==> src/rtl/heading_p_controller_defines.svh <==
// Assertion macros shared by the heading controller RTL.
`ifndef HEADING_P_CONTROLLER_DEFINES_SVH
`define HEADING_P_CONTROLLER_DEFINES_SVH

// Same-cycle implication, checked on every rising edge outside reset.
`define HPC_ASSERT_NOW(label, clk, rst, ante, cons, msg) \
  label: assert property (@(posedge clk) disable iff (rst) (ante) |-> (cons)) else $error(msg);

// Next-cycle implication, checked on every rising edge outside reset.
`define HPC_ASSERT_NEXT(label, clk, rst, ante, cons, msg) \
  label: assert property (@(posedge clk) disable iff (rst) (ante) |=> (cons)) else $error(msg);

`endif

==> src/rtl/hpc_pkg.sv <==
`timescale 1ns / 1ps
// Shared types, constants and the arctangent table for the heading controller.
package hpc_pkg;

  // Datapath widths
  localparam int DATA_W = 36;            // Q.30 angles and scaled CORDIC vector
  localparam int DIFF_W = 17;            // position difference
  localparam int ERR13_W = DATA_W - 17;  // error rounded to Q3.13
  localparam int ITER_W = 5;             // index into the 24-entry table
  localparam int ITER_MAX = 24;
  localparam int CORDIC_ITERATIONS_DEF = 16;
  localparam int MUL_A_W = 17;
  localparam int MUL_B_W = 32;
  localparam int PROD_W = MUL_A_W + MUL_B_W;

  // Fixed-point angle constants, Q.30
  localparam logic signed [DATA_W-1:0] PI_Q30 = DATA_W'(64'sd3373259426);
  localparam logic signed [DATA_W-1:0] HALF_PI_Q30 = DATA_W'(64'sd1686629713);
  localparam logic signed [DATA_W-1:0] ONE_Q30 = DATA_W'(64'sd1073741824);
  localparam logic signed [DATA_W-1:0] INV_GAIN_Q30 = DATA_W'(64'sd652032874);

  // Register reset values
  localparam logic [14:0] V_MAX_RST = 15'd16384;
  localparam logic [14:0] ANG_LIM_RST = 15'd12288;
  localparam logic [15:0] K_ANG_RST = 16'd8192;
  localparam logic [15:0] STOP_DIST_RST = 16'd307;

  // Configuration register indexes
  typedef enum logic [1:0] {
    REG_V_MAX = 2'd0,
    REG_ANG_LIM = 2'd1,
    REG_K_ANG = 2'd2,
    REG_STOP_DIST = 2'd3
  } cfg_reg_t;

  typedef struct packed {
    logic signed [15:0] pos_x;
    logic signed [15:0] pos_y;
    logic signed [15:0] target_x;
    logic signed [15:0] target_y;
    logic signed [15:0] heading_angle;
    logic [15:0]        distance_to_goal;
    logic [31:0]        sim_step;
    logic               goal_reached;
    logic               collided;
  } in_item_t;

  typedef struct packed {
    logic [14:0]        linear_cmd;
    logic signed [15:0] angular_cmd;
    logic [31:0]        command_seq;
  } out_item_t;

  // CORDIC vector
  typedef struct packed {
    logic signed [DATA_W-1:0] x;
    logic signed [DATA_W-1:0] y;
    logic signed [DATA_W-1:0] z;
  } cordic_vec_t;

  // CORDIC control from the sequencer
  typedef struct packed {
    logic load;
    logic step;
    logic rot;   // 1: rotation (cos), 0: vectoring (atan2)
  } cordic_ctl_t;

  // atan(2^-i) in Q.30
  function automatic logic signed [DATA_W-1:0] atan_entry(input logic [ITER_W-1:0] idx);
    logic [30:0] v;
    case (idx)
      5'd0:  v = 31'd843314857;
      5'd1:  v = 31'd497837829;
      5'd2:  v = 31'd263043837;
      5'd3:  v = 31'd133525159;
      5'd4:  v = 31'd67021687;
      5'd5:  v = 31'd33543516;
      5'd6:  v = 31'd16775851;
      5'd7:  v = 31'd8388437;
      5'd8:  v = 31'd4194283;
      5'd9:  v = 31'd2097149;
      5'd10: v = 31'd1048576;
      5'd11: v = 31'd524288;
      5'd12: v = 31'd262144;
      5'd13: v = 31'd131072;
      5'd14: v = 31'd65536;
      5'd15: v = 31'd32768;
      5'd16: v = 31'd16384;
      5'd17: v = 31'd8192;
      5'd18: v = 31'd4096;
      5'd19: v = 31'd2048;
      5'd20: v = 31'd1024;
      5'd21: v = 31'd512;
      5'd22: v = 31'd256;
      5'd23: v = 31'd128;
      default: v = 31'd0;
    endcase
    return $signed({{(DATA_W-31){1'b0}}, v});
  endfunction

endpackage

==> src/rtl/hpc_cordic.sv <==
`timescale 1ns / 1ps
// Shared CORDIC micro-rotation unit: one iteration per cycle while step is high, vectoring or rotation.
module hpc_cordic #(
  parameter int CORDIC_ITERATIONS = hpc_pkg::CORDIC_ITERATIONS_DEF
) (
  input  logic                clk,
  input  logic                rst,
  input  hpc_pkg::cordic_ctl_t ctl,
  input  hpc_pkg::cordic_vec_t init,
  output hpc_pkg::cordic_vec_t res,
  output logic                last
);
  import hpc_pkg::*;

  localparam logic [ITER_W-1:0] LastIter = ITER_W'(CORDIC_ITERATIONS - 1);

  logic signed [DATA_W-1:0] x, y, z;
  logic signed [DATA_W-1:0] xs, ys, ang;
  logic [ITER_W-1:0]        iter;
  logic                     sub;

  // shifted terms and direction of this micro-rotation
  always_comb begin
    xs  = x >>> iter;
    ys  = y >>> iter;
    ang = atan_entry(iter);
    sub = ctl.rot ? ~z[DATA_W-1] : y[DATA_W-1];
  end

  // iteration counter
  always_ff @(posedge clk) begin
    if (rst) begin
      iter <= '0;
    end else if (ctl.load) begin
      iter <= '0;
    end else if (ctl.step) begin
      iter <= iter + 1'b1;
    end
  end

  // vector registers
  always_ff @(posedge clk) begin
    if (ctl.load) begin
      x <= init.x;
      y <= init.y;
      z <= init.z;
    end else if (ctl.step) begin
      if (sub) begin
        x <= x - ys;
        y <= y + xs;
        z <= z - ang;
      end else begin
        x <= x + ys;
        y <= y - xs;
        z <= z + ang;
      end
    end
  end

  assign res  = '{x: x, y: y, z: z};
  assign last = (iter == LastIter);

endmodule

==> src/rtl/hpc_mul.sv <==
`timescale 1ns / 1ps
// Shared signed multiplier with a registered product.
module hpc_mul (
  input  logic                                clk,
  input  logic                                en,
  input  logic signed [hpc_pkg::MUL_A_W-1:0]  a,
  input  logic signed [hpc_pkg::MUL_B_W-1:0]  b,
  output logic signed [hpc_pkg::PROD_W-1:0]   prod
);
  import hpc_pkg::*;

  // product register
  always_ff @(posedge clk) begin
    if (en) begin
      prod <= PROD_W'(a) * PROD_W'(b);
    end
  end

endmodule

==> src/rtl/heading_p_controller.sv <==
`timescale 1ns / 1ps
// Top level of the proportional heading go-to-goal controller.
//
//   channel | direction | handshake          | beat
//   in      | input     | in_valid/in_stall   | one robot state sample
//   out     | output    | out_valid/out_stall | one velocity command
//   cfg     | input     | cfg_wen             | one register write
//
// For a new sample outside the goal tolerance, the shared CORDIC unit runs once
// vectoring for the bearing (skipped for a zero offset) and once rotating for the
// cosine, one micro-rotation per cycle, then the shared multiplier serves the
// angular and linear terms in turn.
// Ignored samples stay in idle; samples inside the goal tolerance go straight to finish.
// in_stall is high while a sample is in work; the output register lets the next
// sample enter while a command waits, and a command blocks only on out_stall.
// Reset is synchronous and restores register defaults, the step and command
// counters and the halted latch.
`include "heading_p_controller_defines.svh"

module heading_p_controller #(
  parameter int CORDIC_ITERATIONS = hpc_pkg::CORDIC_ITERATIONS_DEF
) (
  input  logic              clk,
  input  logic              rst,
  input  logic              in_valid,
  output logic              in_stall,
  input  hpc_pkg::in_item_t in_data,
  output logic              out_valid,
  input  logic              out_stall,
  output hpc_pkg::out_item_t out_data,
  input  logic              cfg_wen,
  input  logic [1:0]        cfg_index,
  input  logic [15:0]       cfg_data
);
  import hpc_pkg::*;

  typedef enum logic [9:0] {
    S_IDLE   = 10'b0000000001,
    S_VEC    = 10'b0000000010,
    S_ERR    = 10'b0000000100,
    S_WRAP   = 10'b0000001000,
    S_ROTL   = 10'b0000010000,
    S_ROT    = 10'b0000100000,
    S_MANG   = 10'b0001000000,
    S_ANG    = 10'b0010000000,
    S_LIN    = 10'b0100000000,
    S_FINISH = 10'b1000000000
  } state_t;

  state_t state, state_next;

  // configuration
  logic [14:0] v_max, ang_lim;
  logic [15:0] k_ang, stop_dist;

  // control state
  logic [31:0] last_step_seen, command_count;
  logic        halted;

  // working registers
  logic signed [15:0]        heading;
  logic                      zero_off;
  logic                      cos_zero;
  logic signed [DATA_W-1:0]  err;
  logic signed [ERR13_W-1:0] err13;
  logic [14:0]               linear;
  logic signed [15:0]        angular;

  // shared units
  cordic_ctl_t              cctl;
  cordic_vec_t              cinit, cres;
  logic                     clast;
  logic                     mul_en;
  logic signed [MUL_A_W-1:0] mul_a;
  logic signed [MUL_B_W-1:0] mul_b;
  logic signed [PROD_W-1:0]  prod;

  // combinational helpers
  logic                      accept, new_cmd, far;
  logic signed [DIFF_W-1:0]  dx, dy;
  logic signed [DATA_W-1:0]  sx, sy;
  cordic_vec_t               pre;
  logic signed [DATA_W-1:0]  err_raw, err_wrap, err_rnd, xc;
  logic signed [PROD_W-1:0]  lim, ang_rnd;
  logic [PROD_W-1:0]         lin_rnd;
  logic                      out_free;

  assign in_stall = (state != S_IDLE);
  assign accept   = in_valid && !in_stall;
  assign new_cmd  = !halted && !in_data.goal_reached && !in_data.collided &&
                    (in_data.sim_step != last_step_seen);
  assign far      = (in_data.distance_to_goal >= stop_dist);
  assign out_free = !out_valid || !out_stall;

  // offset to goal, scaled by 2^14, with quadrant pre-rotation
  always_comb begin
    dx = DIFF_W'(in_data.target_x) - DIFF_W'(in_data.pos_x);
    dy = DIFF_W'(in_data.target_y) - DIFF_W'(in_data.pos_y);
    sx = DATA_W'(dx) <<< 14;
    sy = DATA_W'(dy) <<< 14;
    pre = '{x: sx, y: sy, z: '0};
    if (dx < 0) begin
      if (dy >= 0) begin
        pre = '{x: sy, y: -sx, z: HALF_PI_Q30};
      end else begin
        pre = '{x: -sy, y: sx, z: -HALF_PI_Q30};
      end
    end
  end

  // bearing error, wrap and rounding
  always_comb begin
    err_raw = (zero_off ? '0 : cres.z) - (DATA_W'(heading) <<< 17);
    err_wrap = err;
    if (err > PI_Q30) begin
      err_wrap = err - (PI_Q30 <<< 1);
    end else if (err < -PI_Q30) begin
      err_wrap = err + (PI_Q30 <<< 1);
    end
    err_rnd = err + DATA_W'(65536);
  end

  // angular clamp/round and linear operand
  always_comb begin
    lim     = PROD_W'(ang_lim) <<< 12;
    ang_rnd = (prod + PROD_W'(2048)) >>> 12;
    lin_rnd = prod + (PROD_W'(1) <<< 29);
    xc = cres.x;
    if (cres.x < 0) begin
      xc = '0;
    end else if (cres.x > ONE_Q30) begin
      xc = ONE_Q30;
    end
    if (cos_zero) begin
      xc = '0;
    end
  end

  // sequencer
  always_comb begin
    state_next = state;
    cctl   = '{load: 1'b0, step: 1'b0, rot: 1'b0};
    cinit  = pre;
    mul_en = 1'b0;
    mul_a  = $signed({1'b0, k_ang});
    mul_b  = MUL_B_W'(err13);
    case (state)
      S_IDLE: begin
        if (accept && new_cmd) begin
          if (far) begin
            cctl.load  = 1'b1;
            state_next = S_VEC;
          end else begin
            state_next = S_FINISH;
          end
        end
      end
      S_VEC: begin
        cctl.step = !zero_off;
        if (clast || zero_off) begin
          state_next = S_ERR;
        end
      end
      S_ERR: state_next = S_WRAP;
      S_WRAP: state_next = S_ROTL;
      S_ROTL: begin
        cctl.load  = 1'b1;
        cctl.rot   = 1'b1;
        cinit      = '{x: INV_GAIN_Q30, y: '0, z: err};
        state_next = S_ROT;
      end
      S_ROT: begin
        cctl.step = 1'b1;
        cctl.rot  = 1'b1;
        if (clast) begin
          state_next = S_MANG;
        end
      end
      S_MANG: begin
        mul_en     = 1'b1;
        state_next = S_ANG;
      end
      S_ANG: begin
        mul_en     = 1'b1;
        mul_a      = $signed({2'b00, v_max});
        mul_b      = xc[MUL_B_W-1:0];
        state_next = S_LIN;
      end
      S_LIN: state_next = S_FINISH;
      S_FINISH: begin
        if (out_free) begin
          state_next = S_IDLE;
        end
      end
      default: state_next = S_IDLE;
    endcase
  end

  hpc_cordic #(
    .CORDIC_ITERATIONS(CORDIC_ITERATIONS)
  ) u_cordic (
    .clk  (clk),
    .rst  (rst),
    .ctl  (cctl),
    .init (cinit),
    .res  (cres),
    .last (clast)
  );

  hpc_mul u_mul (
    .clk  (clk),
    .en   (mul_en),
    .a    (mul_a),
    .b    (mul_b),
    .prod (prod)
  );

  // configuration registers
  always_ff @(posedge clk) begin
    if (rst) begin
      v_max     <= V_MAX_RST;
      ang_lim   <= ANG_LIM_RST;
      k_ang     <= K_ANG_RST;
      stop_dist <= STOP_DIST_RST;
    end else if (cfg_wen) begin
      case (cfg_reg_t'(cfg_index))
        REG_V_MAX:     v_max     <= cfg_data[14:0];
        REG_ANG_LIM:   ang_lim   <= cfg_data[14:0];
        REG_K_ANG:     k_ang     <= cfg_data;
        REG_STOP_DIST: stop_dist <= cfg_data;
        default: ;
      endcase
    end
  end

  // state, step tracking, halt latch, output beat
  always_ff @(posedge clk) begin
    if (rst) begin
      state          <= S_IDLE;
      last_step_seen <= '1;
      command_count  <= '0;
      halted         <= 1'b0;
      out_valid      <= 1'b0;
    end else begin
      state <= state_next;
      if (accept && !halted && (in_data.goal_reached || in_data.collided)) begin
        halted <= 1'b1;
      end
      if (accept && new_cmd) begin
        last_step_seen <= in_data.sim_step;
      end
      if (state == S_FINISH && out_free) begin
        out_valid     <= 1'b1;
        command_count <= command_count + 32'd1;
      end else if (!out_stall) begin
        out_valid <= 1'b0;
      end
    end
  end

  // working datapath registers
  always_ff @(posedge clk) begin
    case (state)
      S_IDLE: begin
        heading  <= in_data.heading_angle;
        zero_off <= (dx == '0) && (dy == '0);
        linear   <= '0;
        angular  <= '0;
      end
      S_ERR:  err <= err_raw;
      S_WRAP: err <= err_wrap;
      S_ROTL: begin
        err13    <= err_rnd[DATA_W-1:17];
        cos_zero <= (err >= HALF_PI_Q30) || (err <= -HALF_PI_Q30);
      end
      S_ANG: begin
        if (prod > lim) begin
          angular <= $signed({1'b0, ang_lim});
        end else if (prod < -lim) begin
          angular <= -$signed({1'b0, ang_lim});
        end else begin
          angular <= ang_rnd[15:0];
        end
      end
      S_LIN: linear <= lin_rnd[44:30];
      default: ;
    endcase
    if (state == S_FINISH && out_free) begin
      out_data <= '{linear_cmd: linear, angular_cmd: angular, command_seq: command_count};
    end
  end

  // checks
  `HPC_ASSERT_NEXT(a_halt_sticks, clk, rst, halted, halted, "halted latch cleared")
  `HPC_ASSERT_NOW(a_halt_idle, clk, rst, halted, state == S_IDLE, "work started while halted")
  `HPC_ASSERT_NOW(a_seq_count, clk, rst, out_valid, out_data.command_seq + 32'd1 == command_count, "sequence number out of step with count")
  `HPC_ASSERT_NOW(a_lin_bound, clk, rst, out_valid, out_data.linear_cmd <= v_max, "linear command above v_max")

endmodule

==> config.mk <==
export PLATFORM = sky130hd
export DESIGN_NAME = heading_p_controller
export DESIGN_NICKNAME = d
export VERILOG_FILES = /design/src/rtl/hpc_pkg.sv /design/src/rtl/hpc_cordic.sv /design/src/rtl/hpc_mul.sv /design/src/rtl/heading_p_controller.sv
export VERILOG_INCLUDE_DIRS = /design/src /design/src/rtl
export SDC_FILE = /design/constraint.sdc
export NUM_CORES = 2
export LEC_CHECK = 0
export ABC_AREA = 1
export BUFFER_PORTS_ARGS = -buffer_cell sky130_fd_sc_hd__buf_2
export CORE_ASPECT_RATIO = 1.4
export CORE_MARGIN = 4
export CORE_UTILIZATION = 45
export DETAILED_ROUTE_END_ITERATION = 10
export SLEW_MARGIN = 5
export SYNTH_ARGS = -nofsm -noshare
export SYNTH_HDL_FRONTEND = slang
export SYNTH_SLANG_ARGS = --single-unit
==> constraint.sdc <==
create_clock -name clk -period 7.4 [get_ports clk]
set_input_delay 0 -clock clk [delete_from_list [all_inputs] [get_ports clk]]
set_output_delay 0 -clock clk [all_outputs]
set_load 0.005 [all_outputs]
# Word-level counts from Yosys, hierarchy flattened
# Memory sizes are Yosys's and may differ from the RTL's. A register that Yosys moved wholly into a read port is not among the register bits.
# Cells that the tools add are included.
dict set report totals {
  reg_bits 467
  mem_bits_ro 960
  input_bits 153
  wordCells 160
  mem_count 1
}
# memory depth word_bits rd rd_clocked_by_memory_dff write_ports line_no
set memory_table {}
lappend memory_table {{(no name shown)} 32 30 1 1 0 hpc_pkg.sv:71} ;# case (idx)
dict set report classes {
  add_sub_neg 20
  n_mul 1
  n_lt_le_gt_ge 11
  n_eq_ne 22
  n_shift 2
  n_mux 42
  n_bitwise 1
  n_reduce_logical 36
}
# cell count
set op_table {}
lappend op_table {{36-bit two-way mux} 12}
lappend op_table {{108-bit two-way mux} 3}
lappend op_table {{32-bit two-way mux} 4}
lappend op_table {{36-bit subtractor} 3}
lappend op_table {{10-bit case mux with 10 select lines} 1}
lappend op_table {{36-bit adder} 2}
lappend op_table {{31-bit negator with 36-bit output} 2}
lappend op_table {{36-bit case mux with 2 select lines} 1}
lappend op_table {{36-bit by 5-bit >>> shifter with 36-bit output} 2}
lappend op_table {{10-bit two-way mux} 5}
lappend op_table {{49-bit by 28-bit greater-than comparator with 1-bit output} 1}
lappend op_table {{49-bit < comparator} 1}
lappend op_table {{17-bit by 32-bit multiplier with 49-bit output} 1}
lappend op_table {{27-bit negator with 49-bit output} 1}
lappend op_table {{16-bit two-way mux} 3}
lappend op_table {{45-bit by 31-bit adder with 45-bit output (second input constant)} 1}
lappend op_table {{36-bit by 18-bit adder with 36-bit output (second input constant)} 1}
lappend op_table {{36-bit by 32-bit adder with 36-bit output} 1}
lappend op_table {{36-bit by 34-bit adder with 36-bit output (second input constant)} 1}
lappend op_table {{36-bit by 32-bit >= comparator with 1-bit output (second input constant)} 1}
lappend op_table {{36-bit by 32-bit greater-than comparator with 1-bit output (second input constant)} 1}
lappend op_table {{36-bit by 33-bit greater-than comparator with 1-bit output (second input constant)} 1}
lappend op_table {{36-bit by 32-bit less-or-equal comparator with 1-bit output (second input constant)} 1}
lappend op_table {{36-bit by 1-bit < comparator with 1-bit output (second input constant)} 1}
lappend op_table {{44 further kinds} 84}

# Longest topological paths before layout
dict set report depth {
  word_depth 9
  mapped_depth 40
}

# Modules after synthesis
# Synthesis repeated with hierarchy kept, for this count alone.
dict set report unflattened {
  cells_unflattened 9371
  hier_area_um2 64521.9
}
# mod n_inst cells_each area_per_inst_um2 seq_area_each_um2
set by_module_without_submodules {}
lappend by_module_without_submodules {heading_p_controller 1 3321 23030.8 7777.5}
lappend by_module_without_submodules {hpc_mul 1 2964 22432.8 1471.4}
lappend by_module_without_submodules {hpc_cordic 1 3086 19058.3 3943.8}

# Least setup slack after synthesis
# No wires, ideal clock.
dict set report synth_timing {
  path_kind {reg-to-reg}
  startpoint {register u_cordic.x[15]}
  endpoint {register u_mul.prod[47] (netlist bit), data pin}
  arrival_time_ps 6968
  slack_ps 168
  stages_incl_launch_ff 32
  path_buffers 1
  period_less_slack_ps 7232
  path_cell_list {edfxtp_1 > nor4_1 > nand3_1 > o41ai_1 > nand3_1 > inv_2 > buf_4 > nand3_2 > nand2_1 > nand2_1 > fa_1 > inv_1 > fa_1 > inv_1 > fa_1 > inv_1 > fa_1 > fa_1 > inv_1 > fa_1 > inv_1 > ha_1 > nand2_1 > nor2_1 > inv_1 > nor3_1 > a21oi_1 > o21ai_0 > nand3_1 > o21ai_0 > a31oi_1 > xor2_1}
}
dict set report synth_via {
  elab_chain_cells 6
  word_cells_on_any_way 7
  cone_classes {1 x mul; 2 x order compare; 4 x mux}
}
# item line_no
set synth_rtl {}
lappend synth_rtl {{from (decl)} hpc_cordic.sv:17} ;# logic signed [DATA_W-1:0] x, y, z;
lappend synth_rtl {{from (signal assigned)} hpc_cordic.sv:44} ;# x <= init.x;
lappend synth_rtl {{from (signal assigned)} hpc_cordic.sv:49} ;# x <= x - ys;
lappend synth_rtl {{from (signal assigned)} hpc_cordic.sv:53} ;# x <= x + ys;
lappend synth_rtl {{36-bit by 32-bit greater-than comparator with 1-bit output} heading_p_controller.sv:131} ;# end else if (cres.x > ONE_Q30) begin
lappend synth_rtl {{32-bit two-way mux} heading_p_controller.sv:131}
lappend synth_rtl {{32-bit two-way mux (*)} heading_p_controller.sv:129} ;# if (cres.x < 0) begin
lappend synth_rtl {{32-bit two-way mux (*)} heading_p_controller.sv:134} ;# if (cos_zero) begin
lappend synth_rtl {{32-bit two-way mux (*)} heading_p_controller.sv:147} ;# case (state)
lappend synth_rtl {{17-bit by 32-bit multiplier with 49-bit output (*)} hpc_mul.sv:15} ;# prod <= PROD_W'(a) * PROD_W'(b);
lappend synth_rtl {{to (signal assigned)} hpc_mul.sv:15}
lappend synth_rtl {{to (decl)} hpc_mul.sv:8} ;# output logic signed [hpc_pkg::PROD_W-1:0] prod
# Every way passes the cells marked *; elsewhere a longest branch is shown, timed or not.
# A chain may end at the register's enable or synchronous reset.

# Final worst setup path
dict set report layout_timing {
  startpoint {register u_cordic.x[6]}
  endpoint {register u_mul.prod[45] (netlist bit), data pin}
}
# Same word-level chain as after synthesis.

==> metrics.md <==
| Metric | Value |
|---|---|
| # IOs | `218` |
| EDFF count, synth | `324` |
| First DRT Iteration DRCs | `4646` |
| Max incr delay on CP | `0.56 ns` |
| Setup Skew | `0.0909 ns` |
| Vias in the first global route | `58100` |
| Syn_nets | `9035` |
| Die width | `314 um` |
| Clock sink total | `497` |
| Vias per cell | `5.57` |
| Gpl congestion | `0.995` |
| Total power | `a little under 20 mW` |
| Number of buffers inserted by port buffering | `roughly 220` |
| CTS tree | `built` |
| Die area | `0.137 mm2` |
| Critical path's slowest cell | `fa_2` |
| Worst Hold Depth | `2` |
| Core area | `0.130 mm2` |
| Final worst slack | `-0.0965 ns` |
| YS warnings | `0` |
| R2r endpoint | `u_mul.prod[45]` |
| Area share of fa/ha/maj cells after synthesis | `0.253` |
| Complex-gate fraction of the synthesized area | `0.127` |
| GRT Total Usage | `0.313` |
| Hold Crit Start | `in_data[57]` |
| Clk buf depth | `3` |
| P_int | `10.5 mW` |
| Max rail drop VDD | `between 0.2 and 0.25 mV` |
| Area of the multi-input gates | `0.0420 mm2` |
| Post-synthesis mux area share | `0.000340` |
| Maximum fanout along the worst path | `5` |
| Non-Filler Instances | `roughly 10000` |
| Nets | `9721` |
| Initial antenna violation count | `5` |
| Detailed placement HPWL | `179000 um` |
| Initial cell density of the core | `0.454` |
| Startpoint types | `flop` |
| FF-to-FF Start | `u_cordic.x[6]` |
| Row cnt | `156` |
| # DRC | `0` |
| Power density cells | `278 mW/mm2` |
| Sequential fraction of the synthesis area | `0.224` |
| Worst min path class | `input pin to flop` |
| Largest family of logic cells by synthesized area | `adder cells` |
| Outcome | `finished with violations` |
| Die Ht | `~440 um` |
| LEAKAGE | `roughly 33 nW` |
| Post-Route WL | `around 220000 um` |
| Final hold viol count | `0` |
| Peak Freq | `133 MHz` |
| Commonest non-fill, non-tap cell in the layout | `nand2_1` |
| Mapped Cells | `7989` |
| Final period utilization | `1.01` |
| Largest net degree at the start of global routing | `109` |
| Commonest non-fill, non-tap cells in the layout | `nand2_1 (1600), inv_1 (1170), nand3_1 (676)` |
| Unrepaired setup endpoints after global routing | `true` |
| DR pass1 iterations | `8` |
| End-of-flow core utilization | `0.550` |
| XOR/XNOR Fraction of Synth Area | `0.0477` |
| Post-layout min period | `7.50 ns` |
| Setup-failing EPs final | `6` |
| CTS Root Buffer Type | `clkbuf_16` |
| Register area | `0.0132 mm2` |
| Worst path arrival time | `7.87 ns` |
| FF+latch count, synth | `around 500` |
| Depth of the CTS H-tree | `2` |
| Crit path kind | `flop to flop` |
| Post-synth cell types | `66` |
| DRT antenna net count | `0` |
| Clock power share | `0.157` |
| Pre-CTS setup slack | `-0.590 ns` |
| Simple-gate portion of the synthesized area | `0.247` |
| Drt wl/cell | `21.1 um` |
| Vias post-DR | `58300` |
| First-pass GRT wire length | `335000 um` |
| Req. time, crit path | `roughly 7.8 ns` |
| Final setup TNS | `-0.318 ns` |
| Net Sw Power | `9.29 mW` |
| Comb power frac | `0.643` |
| Pins over their slew limit | `0` |
| Worst path top cell family by delay | `adder cells` |
| Layout cells sized above 1 | `0.166` |
| Reg2Reg Setup Slack | `-0.1 ns` |
| Main flop type after synthesis | `edfxtp_1` |
| Avg Inst Size Synth | `~7.4 um2` |
| Worst skew pair latency | `0.72 ns` |
| Failing checks | `negative setup slack` |
| MaxCap Viol Count | `0` |
| Fillers | `~13000` |
| Worst path buffer plus inverter count | `11` |
| Reg power frac | `0.200` |
| Layout area overhead | `20.9%` |
| Switching part of the total | `0.470` |
| Async SR Flop Fraction | `0` |
| Worst Hold End | `heading[7]` |
| Worst setup EP type | `flop` |
| CTS clock-pin slew for the worst setup and hold paths | `0.06 ns` |
| Worst rel slew slack | `0.124` |
| Post-Syn Area | `0.0589 mm2` |
| CTS Buf Count | `56` |
| Total grt overflow | `0` |
| Placed Cells | `10200` |
| Reg2Reg Depth | `35` |
| Worst-Margin Slew | `between 1 and 1.5 ns` |
-- layout make-up --
type | count | area share
sequential | 497 | 0.185
clock buffer | 69 | 0.0218
clock inverter | 36 | 0.00682
inverter | 1293 | 0.0686
antenna | 1 | 0.0000351
timing repair inverter | 2 | 0.000211
timing repair buffer | 868 | 0.0964
multi-input combinational | 5957 | 0.590
tap | 1738 | 0.0305
-- power by group through the flow --
stage | combinational (mW) | clock, mW | sequential [mW]
floorplan | 6.97 | 0 | 3.94
global placement | 11.1 | 0 | 4.01
detailed placement | 11.2 | 0 | 4.01
CTS | 11.7 | 3.15 | 3.96
global route | 13.9 | 3.25 | 3.98
finish | 12.7 | 3.10 | 3.96
-- worst register-to-register path: cells and delay by family (launching register included) --
kind / cells / cell delay, ns
XOR/XNOR: 1 / 0.17
AO/OA/AOI/OAI: 2 / 0.45
adder cells (fa/ha/maj): 7 / 3.35
AND/OR/NAND/NOR: 14 / 1.67
flip-flops: 1 / 0.38
buffers and inverters: 11 / 1.16
-- Yosys cell counts, drive strengths merged (2+ instances only) --
master	number	share of area
and3	3	0.00032
nand3b	9	0.0011
nor4	49	0.0063
a31oi	40	0.0042
o31ai	11	0.0014
a221oi	5	0.00074
a21o	25	0.0032
nand4	87	0.0093
nand3	707	0.062
buf	109	0.0099
nor3b	9	0.0011
clkinv	8	0.00053
o22ai	12	0.0013
or2	28	0.0030
o21ai	416	0.036
nor3	116	0.010
xnor2	136	0.020
nand2	1701	0.11
o41ai	3	0.00045
a211oi	8	0.0010
o2111ai	4	0.00059
o221ai	27	0.0040
ha	397	0.084
o21a	24	0.0031
inv	1285	0.082
mux2i	2	0.00034
xor2	185	0.028
a21boi	14	0.0018
o21bai	20	0.0025
edfxtp	324	0.17
fa	496	0.17
clkbuf	133	0.0085
a21oi	689	0.059
nor2	663	0.044
and2	3	0.00032
o211ai	63	0.0080
dfxtp	173	0.059
-- registers in the layout (all words and copies together), names as in the netlist, 5 cells and up --
| name | flops |
|---|---|
| ang_lim | 15 |
| angular | 16 |
| command_count | 32 |
| err | 36 |
| err13 | 19 |
| heading | 16 |
| k_ang | 16 |
| last_step_seen | 32 |
| linear | 15 |
| out_data | 63 |
| state | 10 |
| stop_dist | 16 |
| u_cordic.ang | 30 |
| u_cordic.iter | 5 |
| u_cordic.x | 36 |
| u_cordic.y | 36 |
| u_cordic.z | 36 |
| u_mul.prod | 49 |
| v_max | 15 |
-- what timing repair did --
item | CTS | global route
hold buffers | 96 | 0
resized for setup | 215 | 436
buffers inserted | 27 | 58
cloned | 4 | 2
pin swaps | 120 | 245
endpoints found under the setup margin | 28 | 31
endpoints found under the hold margin | 137 | 0
-- per-stage QoR --
step	cell area, um2	hold slack, ns
6_report	71200	0.0329
5_1_grt	71200	0.0269
4_1_cts	69100	0.00182
3_5_place_dp	65000	0.179
3_3_place_gp	65000	0.178
2_1_floorplan	58900	0.0989
-- per-layer routing --
| layer | GRT usage | part of all wire | up-vias |
|---|---|---|---|
| li1 | - | - | 27500 |
| met1 | 0.358 | 0.37 | 28100 |
| met2 | 0.572 | 0.51 | 2081 |
| met3 | 0.0299 | 0.052 | 587 |
| met4 | 0.172 | 0.069 | 0 |
| met5 | 0 | 0 | - |
-- worst max path at each step --
stage,endpoint,cells past startpoint,from
after global routing,u_mul.prod[48],35,u_cordic.x[6]
final,u_mul.prod[45],35,u_cordic.x[6]
after floorplan,u_mul.prod[47],31,u_cordic.x[15]
after detailed placement,u_mul.prod[47],31,u_cordic.x[6]
after CTS,u_mul.prod[47],32,u_cordic.x[5]
after global placement,u_mul.prod[47],31,u_cordic.x[8]
-- kinds of logic after synthesis --
family                   after synthesis
multiplexers                           2
adder cells (fa/ha/maj)              893
XOR/XNOR                             321
flip-flops                           497
buffers and inverters               1535
AO/OA/AOI/OAI                       1364
AND/OR/NAND/NOR                     3377
(Power assumes the default switching activity.)
